`config.mk`:
```
export PLATFORM = sky130hd
export DESIGN_NAME = touch_scan_sequencer_flat
export DESIGN_NICKNAME = d
export VERILOG_FILES = /design/src/rtl/tss_pkg.sv /design/src/rtl/tss_if.sv /design/src/rtl/tss_cfg_regs.sv /design/src/rtl/tss_scan_ctrl.sv /design/src/rtl/tss_emitter.sv /design/src/rtl/touch_scan_sequencer.sv /design/src/flat_wrapper.sv
export SDC_FILE = /design/constraint.sdc
export NUM_CORES = 1
export LEC_CHECK = 0
export BUFFER_PORTS_ARGS = -buffer_cell sky130_fd_sc_hd__buf_2
export CAP_MARGIN = 10
export CORE_MARGIN = 2
export CORE_UTILIZATION = 30
export CTS_BUF_LIST = sky130_fd_sc_hd__clkbuf_8
export CTS_CLUSTER_SIZE = 25
export DETAILED_ROUTE_END_ITERATION = 16
export HOLD_SLACK_MARGIN = 0.05
export PLACE_DENSITY = 0.44
export SYNTH_ARGS = -nofsm -noshare
export SYNTH_HDL_FRONTEND = slang
export SYNTH_HIERARCHICAL = 1
export SYNTH_SLANG_ARGS = --single-unit
```
`constraint.sdc`:
```
create_clock -name clk -period 6.7 [get_ports clk]
set_input_delay 1.34 -clock clk [delete_from_list [all_inputs] [get_ports clk]]
set_output_delay 1.34 -clock clk [all_outputs]
set_load 0.005 [all_outputs]
```
`src/rtl/tss_pkg.sv`:
```
// ----------------------------------------------------------------------------
// tss_pkg
// Shared types, constants and helpers for the touch scan sequencer.
// ----------------------------------------------------------------------------
package tss_pkg;

  // Converter FIFO depth bounds the samples per phase
  localparam int FIFO_DEPTH   = 16;
  // Meaningful bits of a converter word
  localparam int SAMPLE_WIDTH = 16;

  localparam int WORD_W  = 16;
  localparam int CMD_W   = 24;
  localparam int CNT_W   = 5;
  localparam int ADDR_W  = 5;
  localparam int DATA_W  = 32;
  localparam int PD_BIT  = 16;

  localparam logic [CNT_W-1:0]  CNT_MIN = 5'd3;
  localparam logic [CNT_W-1:0]  CNT_MAX = CNT_W'(FIFO_DEPTH);
  localparam logic [WORD_W-1:0] SAMPLE_MASK = WORD_W'((1 << SAMPLE_WIDTH) - 1);

  // Register reset values
  localparam logic [CNT_W-1:0] X_CNT_RST = 5'd14;
  localparam logic [CNT_W-1:0] Y_CNT_RST = 5'd12;
  localparam logic [CMD_W-1:0] X_CMD_RST = 24'hd10000;
  localparam logic [CMD_W-1:0] Y_CMD_RST = 24'h910000;
  localparam logic [CMD_W-1:0] Z_CMD_RST = 24'hc00000;

  // Register indexes (byte address / 4)
  typedef enum logic [2:0] {
    REG_X_CNT = 3'd0,
    REG_Y_CNT = 3'd1,
    REG_X_CMD = 3'd2,
    REG_Y_CMD = 3'd3,
    REG_Z_CMD = 3'd4
  } reg_idx_t;

  // Request types
  localparam logic REQ_PEN = 1'b0;
  localparam logic REQ_ADC = 1'b1;

  // Result kinds
  typedef enum logic [1:0] {
    KIND_CMD    = 2'd0,
    KIND_KEY    = 2'd1,
    KIND_REPORT = 2'd2
  } kind_t;

  // What one accepted beat asks the emitter to send
  typedef enum logic [1:0] {
    JOB_PRESS   = 2'd0,   // key press, then a burst
    JOB_REPORT  = 2'd1,   // position report, then a burst
    JOB_RELEASE = 2'd2    // key release, then a zero report
  } job_mode_t;

  typedef struct packed {
    logic [CNT_W-1:0] x_cnt;
    logic [CNT_W-1:0] y_cnt;
    logic [CMD_W-1:0] x_cmd;
    logic [CMD_W-1:0] y_cmd;
    logic [CMD_W-1:0] z_cmd;
  } cfg_t;

  typedef struct packed {
    job_mode_t         mode;
    logic [CNT_W-1:0]  burst_n;
    logic [CMD_W-1:0]  cmd;
    logic [WORD_W-1:0] pos_x;
    logic [WORD_W-1:0] pos_y;
  } job_t;

  // Samples per phase, held within the FIFO's reach
  function automatic logic [CNT_W-1:0] clamp_count(input logic [CNT_W-1:0] c);
    logic [CNT_W-1:0] r;
    r = c;
    if (c < CNT_MIN) r = CNT_MIN;
    else if (c > CNT_MAX) r = CNT_MAX;
    return r;
  endfunction

endpackage

```
`src/rtl/tss_if.sv`:
```
// ----------------------------------------------------------------------------
// tss_if
// Valid/ready channels for pen/converter beats and for result beats.
// ----------------------------------------------------------------------------
interface tss_req_if import tss_pkg::*; ();
  logic              valid;
  logic              ready;
  logic              req_type;
  logic              pen_down;
  logic [WORD_W-1:0] adc_word;

  modport source (output valid, output req_type, output pen_down, output adc_word,
                  input ready);
  modport sink   (input valid, input req_type, input pen_down, input adc_word,
                  output ready);
endinterface

interface tss_rsp_if import tss_pkg::*; ();
  logic              valid;
  logic              ready;
  logic [1:0]        out_kind;
  logic [CMD_W-1:0]  command_word;
  logic              touch;
  logic [WORD_W-1:0] pos_x;
  logic [WORD_W-1:0] pos_y;
  logic              last;

  modport source (output valid, output out_kind, output command_word, output touch,
                  output pos_x, output pos_y, output last, input ready);
  modport sink   (input valid, input out_kind, input command_word, input touch,
                  input pos_x, input pos_y, input last, output ready);
endinterface

```
`src/rtl/tss_cfg_regs.sv`:
```
// ----------------------------------------------------------------------------
// tss_cfg_regs
// APB register file: sample counts and converter command words.
// ----------------------------------------------------------------------------
module tss_cfg_regs import tss_pkg::*; (
  input  logic              clk,
  input  logic              rst,
  input  logic              psel,
  input  logic              penable,
  input  logic              pwrite,
  input  logic [ADDR_W-1:0] paddr,
  input  logic [DATA_W-1:0] pwdata,
  output logic [DATA_W-1:0] prdata,
  output logic              pready,
  output cfg_t              cfg
);

  reg_idx_t idx;
  logic     wr_en;

  assign idx    = reg_idx_t'(paddr[4:2]);
  assign pready = 1'b1;
  assign wr_en  = psel & penable & pwrite;

  // Register writes
  always_ff @(posedge clk) begin
    if (rst) begin
      cfg.x_cnt <= X_CNT_RST;
      cfg.y_cnt <= Y_CNT_RST;
      cfg.x_cmd <= X_CMD_RST;
      cfg.y_cmd <= Y_CMD_RST;
      cfg.z_cmd <= Z_CMD_RST;
    end else if (wr_en) begin
      case (idx)
        REG_X_CNT: cfg.x_cnt <= pwdata[CNT_W-1:0];
        REG_Y_CNT: cfg.y_cnt <= pwdata[CNT_W-1:0];
        REG_X_CMD: cfg.x_cmd <= pwdata[CMD_W-1:0];
        REG_Y_CMD: cfg.y_cmd <= pwdata[CMD_W-1:0];
        REG_Z_CMD: cfg.z_cmd <= pwdata[CMD_W-1:0];
        default: ;
      endcase
    end
  end

  // Read mux
  always_comb begin
    case (idx)
      REG_X_CNT: prdata = DATA_W'(cfg.x_cnt);
      REG_Y_CNT: prdata = DATA_W'(cfg.y_cnt);
      REG_X_CMD: prdata = DATA_W'(cfg.x_cmd);
      REG_Y_CMD: prdata = DATA_W'(cfg.y_cmd);
      REG_Z_CMD: prdata = DATA_W'(cfg.z_cmd);
      default:   prdata = '0;
    endcase
  end

endmodule

```
`src/rtl/tss_scan_ctrl.sv`:
```
// ----------------------------------------------------------------------------
// tss_scan_ctrl
// Phase state, sample history and averaging; turns a pen-down or phase-ending beat into a job.
// ----------------------------------------------------------------------------
module tss_scan_ctrl import tss_pkg::*; (
  input  logic              clk,
  input  logic              rst,
  input  cfg_t              cfg,
  input  logic              accept,
  input  logic              req_type,
  input  logic              pen_down,
  input  logic [WORD_W-1:0] adc_word,
  output logic              job_valid,
  output job_t              job
);

  typedef enum logic [1:0] {
    PH_IDLE = 2'd0,
    PH_X    = 2'd1,
    PH_Y    = 2'd2,
    PH_Z    = 2'd3
  } phase_t;

  phase_t            phase, phase_next;
  logic [CNT_W-1:0]  word_count, word_count_next;
  logic [WORD_W-1:0] newest_word, second_word, third_word;
  logic [WORD_W-1:0] newest_word_next, second_word_next, third_word_next;
  logic [WORD_W-1:0] held_x, held_y, held_x_next, held_y_next;

  logic [WORD_W-1:0] word;
  logic [CNT_W-1:0]  count_inc;
  logic [17:0]       sum;
  logic [WORD_W-1:0] avg;
  phase_t            after;

  function automatic logic [CNT_W-1:0] phase_count(input phase_t ph, input cfg_t c);
    logic [CNT_W-1:0] r;
    case (ph)
      PH_X:    r = clamp_count(c.x_cnt);
      PH_Y:    r = clamp_count(c.y_cnt);
      default: r = 5'd1;
    endcase
    return r;
  endfunction

  function automatic logic [CMD_W-1:0] phase_cmd(input phase_t ph, input cfg_t c);
    logic [CMD_W-1:0] r;
    case (ph)
      PH_X:    r = c.x_cmd;
      PH_Y:    r = c.y_cmd;
      default: r = c.z_cmd;
    endcase
    return r;
  endfunction

  assign word      = adc_word & SAMPLE_MASK;
  assign count_inc = CNT_W'(word_count + 5'd1);
  // (2*newest + second + third) / 4 over the shifted history
  assign sum       = {1'b0, word, 1'b0} + 18'(newest_word) + 18'(second_word);
  assign avg       = sum[17:2];

  // Phase order X, Y, Z, X
  always_comb begin
    case (phase)
      PH_X:    after = PH_Y;
      PH_Y:    after = PH_Z;
      default: after = PH_X;
    endcase
  end

  // Next state and job for the beat on the input
  always_comb begin
    phase_next       = phase;
    word_count_next  = word_count;
    newest_word_next = newest_word;
    second_word_next = second_word;
    third_word_next  = third_word;
    held_x_next      = held_x;
    held_y_next      = held_y;
    job_valid        = 1'b0;
    job.mode         = JOB_PRESS;
    job.burst_n      = phase_count(PH_X, cfg);
    job.cmd          = phase_cmd(PH_X, cfg);
    job.pos_x        = '0;
    job.pos_y        = '0;

    if (req_type == REQ_PEN) begin
      if (phase == PH_IDLE && pen_down) begin
        job_valid       = accept;
        phase_next      = PH_X;
        word_count_next = '0;
      end
    end else if (phase != PH_IDLE) begin
      third_word_next  = second_word;
      second_word_next = newest_word;
      newest_word_next = word;
      word_count_next  = count_inc;
      if (count_inc >= phase_count(phase, cfg)) begin
        if (phase == PH_X) held_x_next = avg;
        if (phase == PH_Y) held_y_next = avg;
        word_count_next = '0;
        job_valid       = accept;
        if (pen_down) begin
          phase_next  = after;
          job.mode    = JOB_REPORT;
          job.burst_n = phase_count(after, cfg);
          job.cmd     = phase_cmd(after, cfg);
          job.pos_x   = held_x_next;
          job.pos_y   = held_y_next;
        end else begin
          phase_next  = PH_IDLE;
          job.mode    = JOB_RELEASE;
        end
      end
    end
  end

  // State update on each accepted beat
  always_ff @(posedge clk) begin
    if (rst) begin
      phase       <= PH_IDLE;
      word_count  <= '0;
      newest_word <= '0;
      second_word <= '0;
      third_word  <= '0;
      held_x      <= '0;
      held_y      <= '0;
    end else if (accept) begin
      phase       <= phase_next;
      word_count  <= word_count_next;
      newest_word <= newest_word_next;
      second_word <= second_word_next;
      third_word  <= third_word_next;
      held_x      <= held_x_next;
      held_y      <= held_y_next;
    end
  end

endmodule

```
`src/rtl/tss_emitter.sv`:
```
// ----------------------------------------------------------------------------
// tss_emitter
// Job and result regs: a job's results go one beat a cycle unless stalled.
// ----------------------------------------------------------------------------
module tss_emitter import tss_pkg::*; (
  input  logic        clk,
  input  logic        rst,
  input  logic        job_valid,
  input  job_t        job,
  output logic        job_ready,
  tss_rsp_if.source   rsp
);

  job_t             job_q;
  logic             busy;
  logic [CNT_W-1:0] idx;
  logic [CNT_W-1:0] total_m1;
  logic             adv;
  logic             emit_last;

  kind_t             r_kind;
  logic [CMD_W-1:0]  r_cmd;
  logic              r_touch;
  logic [WORD_W-1:0] r_x, r_y;

  assign total_m1  = (job_q.mode == JOB_RELEASE) ? 5'd1 : job_q.burst_n;
  assign emit_last = (idx == total_m1);
  assign adv       = busy & (~rsp.valid | rsp.ready);
  assign job_ready = ~busy | (adv & emit_last);

  // Result for the current position in the job
  always_comb begin
    r_kind  = KIND_CMD;
    r_cmd   = '0;
    r_touch = 1'b0;
    r_x     = '0;
    r_y     = '0;
    if (idx == '0) begin
      case (job_q.mode)
        JOB_PRESS: begin
          r_kind  = KIND_KEY;
          r_touch = 1'b1;
        end
        JOB_REPORT: begin
          r_kind  = KIND_REPORT;
          r_touch = 1'b1;
          r_x     = job_q.pos_x;
          r_y     = job_q.pos_y;
        end
        default: r_kind = KIND_KEY;
      endcase
    end else if (job_q.mode == JOB_RELEASE) begin
      r_kind = KIND_REPORT;
    end else begin
      r_cmd = job_q.cmd;
      // final command of a burst leaves power-down enable clear
      if (idx == job_q.burst_n) r_cmd[PD_BIT] = 1'b0;
    end
  end

  // Control
  always_ff @(posedge clk) begin
    if (rst) begin
      busy      <= 1'b0;
      idx       <= '0;
      rsp.valid <= 1'b0;
    end else begin
      if (job_valid) begin
        busy <= 1'b1;
        idx  <= '0;
      end else if (adv & emit_last) begin
        busy <= 1'b0;
      end else if (adv) begin
        idx <= CNT_W'(idx + 5'd1);
      end
      if (adv) rsp.valid <= 1'b1;
      else if (rsp.ready) rsp.valid <= 1'b0;
    end
  end

  // Payload
  always_ff @(posedge clk) begin
    if (job_valid) job_q <= job;
    if (adv) begin
      rsp.out_kind     <= r_kind;
      rsp.command_word <= r_cmd;
      rsp.touch        <= r_touch;
      rsp.pos_x        <= r_x;
      rsp.pos_y        <= r_y;
      rsp.last         <= emit_last;
    end
  end

endmodule

```
`src/rtl/touch_scan_sequencer.sv`:
```
// ----------------------------------------------------------------------------
// touch_scan_sequencer
// Resistive touch scan sequencer: pen events and converter words in,
// converter commands, key events and position reports out.
// ----------------------------------------------------------------------------
// A beat's job is registered, then its results in the result register.
// Throughput: one input beat a cycle if it causes no result and the emitter
//   is idle; a beat that causes results (up to 17) holds the input until the
//   last is registered, the emitter sending one a cycle unless rsp stalls.
// Reset: synchronous, active high; phase goes idle, history and held
//   coordinates clear, registers return to their default values.
module touch_scan_sequencer import tss_pkg::*; (
  input  logic              clk,
  input  logic              rst,
  input  logic              psel,
  input  logic              penable,
  input  logic              pwrite,
  input  logic [ADDR_W-1:0] paddr,
  input  logic [DATA_W-1:0] pwdata,
  output logic [DATA_W-1:0] prdata,
  output logic              pready,
  tss_req_if.sink           req,
  tss_rsp_if.source         rsp
);

  cfg_t cfg;
  job_t job;
  logic job_valid;
  logic accept;

  assign accept = req.valid & req.ready;

  tss_cfg_regs u_cfg (
    .clk     (clk),
    .rst     (rst),
    .psel    (psel),
    .penable (penable),
    .pwrite  (pwrite),
    .paddr   (paddr),
    .pwdata  (pwdata),
    .prdata  (prdata),
    .pready  (pready),
    .cfg     (cfg)
  );

  tss_scan_ctrl u_ctrl (
    .clk       (clk),
    .rst       (rst),
    .cfg       (cfg),
    .accept    (accept),
    .req_type  (req.req_type),
    .pen_down  (req.pen_down),
    .adc_word  (req.adc_word),
    .job_valid (job_valid),
    .job       (job)
  );

  tss_emitter u_emit (
    .clk       (clk),
    .rst       (rst),
    .job_valid (job_valid),
    .job       (job),
    .job_ready (req.ready),
    .rsp       (rsp)
  );

endmodule

```
`src/flat_wrapper.sv`:
```
// flat-port wrapper written by rule: the top's interface ports become plain ports
module touch_scan_sequencer_flat import tss_pkg::*;
  (clk, rst, psel, penable, pwrite, paddr, pwdata, prdata, pready, req_valid, req_req_type, req_pen_down, req_adc_word, req_ready, rsp_valid, rsp_out_kind, rsp_command_word, rsp_touch, rsp_pos_x, rsp_pos_y, rsp_last, rsp_ready);
  tss_req_if req_i ();
  tss_rsp_if rsp_i ();
  input  logic clk;
  input  logic rst;
  input  logic psel;
  input  logic penable;
  input  logic pwrite;
  input  logic [ADDR_W-1:0] paddr;
  input  logic [DATA_W-1:0] pwdata;
  output logic [DATA_W-1:0] prdata;
  output logic pready;
  input wire logic [$bits(req_i.valid)-1:0] req_valid;
  input wire logic [$bits(req_i.req_type)-1:0] req_req_type;
  input wire logic [$bits(req_i.pen_down)-1:0] req_pen_down;
  input wire logic [$bits(req_i.adc_word)-1:0] req_adc_word;
  output wire logic [$bits(req_i.ready)-1:0] req_ready;
  output wire logic [$bits(rsp_i.valid)-1:0] rsp_valid;
  output wire logic [$bits(rsp_i.out_kind)-1:0] rsp_out_kind;
  output wire logic [$bits(rsp_i.command_word)-1:0] rsp_command_word;
  output wire logic [$bits(rsp_i.touch)-1:0] rsp_touch;
  output wire logic [$bits(rsp_i.pos_x)-1:0] rsp_pos_x;
  output wire logic [$bits(rsp_i.pos_y)-1:0] rsp_pos_y;
  output wire logic [$bits(rsp_i.last)-1:0] rsp_last;
  input wire logic [$bits(rsp_i.ready)-1:0] rsp_ready;
  assign req_i.valid = req_valid;
  assign req_i.req_type = req_req_type;
  assign req_i.pen_down = req_pen_down;
  assign req_i.adc_word = req_adc_word;
  assign req_ready = req_i.ready;
  assign rsp_valid = rsp_i.valid;
  assign rsp_out_kind = rsp_i.out_kind;
  assign rsp_command_word = rsp_i.command_word;
  assign rsp_touch = rsp_i.touch;
  assign rsp_pos_x = rsp_i.pos_x;
  assign rsp_pos_y = rsp_i.pos_y;
  assign rsp_last = rsp_i.last;
  assign rsp_i.ready = rsp_ready;
  touch_scan_sequencer u_core (.clk(clk), .rst(rst), .psel(psel), .penable(penable), .pwrite(pwrite), .paddr(paddr), .pwdata(pwdata), .prdata(prdata), .pready(pready), .req(req_i), .rsp(rsp_i));
endmodule
```
==> results.sh <==
export IMPL_crit_reg2reg_capture="u_core/u_emit/idx[4]"
export IMPL_cts_buffer_depth=3
export IMPL_max_cap_violations=0
export IMPL_cts_sinks=283
export IMPL_p_seq_share_pct=48.3
export IMPL_cpPeakStageDelay_ps=980
export IMPL_drc=0
export IMPL_htreeDepth=2
export IMPL_fillers=4720
export IMPL_place_area_sq_um=15000
export IMPL_ys_seq_area_share_pct=49.9
export IMPL_synth_edf_count=123
export IMPL_final_cells=2142
export IMPL_pwr_density_cell_nw_per_um2=239
export IMPL_p_sw_uw=971
export IMPL_status="finished clean"
export IMPL_rr_startpoint="u_core/u_emit/job_q[62]"
export IMPL_worstSkewPairLatency_ps=640
export IMPL_final_cell_area_sq_um=16100
export IMPL_cts_resized_gates=0
export IMPL_hold_start="u_core/u_ctrl/held_y[6]"
export IMPL_syn_avg_cell_area_sq_um=10.0
export IMPL_critPathKind="input port to output pin"
export IMPL_vias=10379
export IMPL_slew_violations=0
export IMPL_grt_usage_pct=16.2
export IMPL_skew_ps=44.7
export IMPL_min_path_type="flop to flop"
export IMPL_setup_viol=0
export IMPL_worstPathMaxFanout=21
export IMPL_cts_tree="yes"
export IMPL_drtIter0Drc=657
export IMPL_grt_pass1_wl_um=60000
export IMPL_io_buffers=137
export IMPL_period_share_pct=65.4
export IMPL_cp_start_kind="input port"
export IMPL_rsz0062_at_grt="false"
export IMPL_vias_per_cell=4.85
export IMPL_cts_buffers=52
export IMPL_grt_pass1_vias=10209
export IMPL_synthCells=1384
export IMPL_grt_antenna_before_repair=3
export IMPL_leakage_nw=6.30
export IMPL_synth_top_area_cell="edfxtp_1"
export IMPL_clk_pin_slew_ps=60
export IMPL_core_sq_um=45500
export IMPL_synthArstFlopShare_pct=0
export IMPL_worst_setup_path_end_kind="output pin"
export IMPL_die_y_um=219
export IMPL_synth_area_leaders="edfxtp_1, dfxtp_1, mux2i_1, nand2_1, nand2b_1"
export IMPL_fmax_ghz=0.228
export IMPL_drt_antenna_violating_nets=0
export IMPL_worst_ep_required_time_ps=5360
export IMPL_die_w_um=219
export IMPL_nets=1604
export IMPL_ctsHoldBuffers=0
export IMPL_fin_tns_setup_ps=0
export IMPL_p_clk_share_pct=44.2
export IMPL_fp_row_count=78
export IMPL_ios=157
export IMPL_dieArea_sq_um=47800
export IMPL_synth_top_flop_cell="dfxtp_1"
export IMPL_post_cts_setup_buffers=0
export IMPL_synth_top_area_share_pct=26.7
export IMPL_worst_slew_pin_slew_ps=1170
export IMPL_syn_area_sq_um=13800
export IMPL_r2r_setup_slack_ps=2520
export IMPL_finalWirelength_um=38800
export IMPL_area_delta_synth_final_pct=16.4
export IMPL_cp_cell_sequence="buf_2 -> nor3b_4 -> nand2_1 -> o21ai_0 -> buf_2"
export IMPL_hpwl_um=24900
export IMPL_cp_common_cell="buf_2"
export IMPL_initial_core_util_pct=30.4
export IMPL_place_congestion=0.785
export IMPL_post_route_min_period_ps=4380
export IMPL_yosysUniqueCellTypes=73
export IMPL_ff2ff_path_depth=13
export IMPL_relSlewSlack_pct=21.7
export IMPL_netSwitchingFraction_pct=25.2
export IMPL_grt_max_degree=91
export IMPL_dp_cells=2043
export IMPL_hold_path_endpoint="u_core/u_ctrl/held_y[6]"
export IMPL_drive_gt1_share_pct=17.1
export IMPL_arrival_ps=3040
export IMPL_vdd_drop_max_mv=0.107
export IMPL_p_int_mw=2.88
export IMPL_grt_overflow=0
export IMPL_dr_pass1_iters=4
export IMPL_comb_power_share_pct=7.4
export IMPL_slowest_stage="nor3b_4"
export IMPL_finalHoldViolations=0
export IMPL_min_path_cells=2
export IMPL_routedWlPerCell_um=18.1
export IMPL_synth_seq_cells=283
export IMPL_clock_root_buffer="clkbuf_8"
export IMPL_ys_warn_count=6
## flip-flops by register name (all words and copies together), names as in the netlist
signal                          cells
u_core/u_cfg/cfg                   82
u_core/u_emit/job_q                63
u_core/u_emit/rsp.command_word     24
u_core/u_ctrl/held_x               16
u_core/u_ctrl/held_y               16
u_core/u_ctrl/newest_word          16
u_core/u_ctrl/second_word          16
u_core/u_emit/rsp.pos_x            16
u_core/u_emit/rsp.pos_y            16
u_core/u_ctrl/word_count            5
u_core/u_emit/idx                   5
u_core/u_ctrl/phase                 2
u_core/u_emit/rsp.out_kind          2
u_core/u_emit/busy                  1
u_core/u_emit/rsp.last              1
u_core/u_emit/rsp.touch             1
u_core/u_emit/rsp.valid             1
## placed cells by master (no fill, tap or decap), types with 4 or more instances in the layout
| master | n |
|---|---|
| a211oi_1 | 7 |
| a21o_1 | 11 |
| a21oi_1 | 69 |
| a21oi_2 | 6 |
| a22oi_1 | 35 |
| a311o_1 | 4 |
| and2_1 | 35 |
| and3_1 | 28 |
| buf_2 | 136 |
| buf_4 | 16 |
| clkbuf_8 | 64 |
| clkinv_1 | 6 |
| clkinv_2 | 7 |
| conb_1 | 9 |
| dfxtp_1 | 160 |
| edfxtp_1 | 123 |
| fa_1 | 16 |
| ha_1 | 27 |
| inv_1 | 29 |
| mux2_2 | 5 |
| mux2i_1 | 95 |
| nand2_1 | 183 |
| nand2b_1 | 82 |
| nand3_1 | 21 |
| nand3b_1 | 25 |
| nand4_1 | 12 |
| nand4b_1 | 5 |
| nor2_1 | 72 |
| nor2b_1 | 31 |
| nor3_1 | 8 |
| nor3b_1 | 4 |
| o21ai_0 | 87 |
| o21ai_1 | 28 |
| o22ai_1 | 6 |
| or3_1 | 9 |
| xnor2_1 | 15 |
| xor2_1 | 7 |
## Yosys cell counts (all sizes together), types with 9 or more instances
master	n
fa	16
xnor2	15
nand3	23
nor2	74
a21o	11
nand4	12
clkbuf	67
a21oi	75
nor2b	32
nand2	183
mux2i	95
and3	28
or3	9
nand2b	82
edfxtp	123
dfxtp	160
nand3b	25
buf	34
and2	35
ha	28
inv	16
a22oi	35
o21ai	116
## power groups by stage
| stage | sequential, mW | combinational [mW] | clock, mW |
|---|---|---|---|
| after detailed placement | 1.90 | 0.288 | 0 |
| after floorplan | 1.89 | 0.176 | 0 |
| after global routing | 1.86 | 0.316 | 1.83 |
| final | 1.86 | 0.287 | 1.70 |
| after global placement | 1.90 | 0.286 | 0 |
| after CTS | 1.86 | 0.290 | 1.77 |
## logic make-up after synthesis
group                    after synthesis  synth area share [%]
buffers and inverters                117                  3.89
XOR/XNOR                              23                  1.51
AND/OR/NAND/NOR                      532                  20.0
other                                  2                0.0543
multiplexers                         100                  7.28
flip-flops                           283                  49.9
AO/OA/AOI/OAI                        283                  12.6
adder cells (fa/ha/maj)               44                  4.85
## critical path, delay by kind of cell
kind            cells  cell delay (ps)
compound gates      1              180
simple gates        2             1070
buf+inv             2              430
## worst max-delay path by stage
stage                     slack, ps               startpoint                    to
after detailed placement       2310                 paddr[2]             prdata[6]
after global routing           2130  u_core/u_emit/job_q[62]  u_core/u_emit/idx[4]
after CTS                      2290                 paddr[2]             prdata[6]
final                          2320                 paddr[2]             prdata[6]
after floorplan                2320   u_core/u_ctrl/phase[0]  u_core/u_emit/idx[3]
after global placement         2310                 paddr[2]             prdata[5]
## metrics by stage
stage / setup slack (ps) / hold WS, ps / total power, mW / utilization (%)
2_1_floorplan: 2320 / 432 / 2.07 / -
3_3_place_gp: 2310 / 441 / 2.18 / 33.0
3_5_place_dp: 2310 / 447 / 2.18 / 33.0
4_1_cts: 2290 / 453 / 3.92 / 35.4
5_1_grt: 2130 / 466 / 4.01 / 35.4
6_report: 2320 / 453 / 3.85 / 35.4
## area by class of cell
type | instances | area [sq um] | share of cell area [%]
tap | 600 | 751 | 4.66
clock buffer | 64 | 881 | 5.47
sequential | 283 | 6900 | 42.8
clock inverter | 33 | 196 | 1.22
antenna | 1 | 2.50 | 0.0155
timing repair buffer | 154 | 848 | 5.27
inverter | 16 | 60.1 | 0.373
multi-input combinational | 991 | 6470 | 40.2
## metal layers
metal  GRT usage [%]  share of wire, %  vias to the layer above
met5               0             0.062                        -
met4            4.80               2.1                        4
met3            3.20               4.8                       61
met2            24.1                43                      220
met1            23.7                50                     4985
li1                -                 -                     5109
No activity file was read; power rests on OpenSTA's default activity.
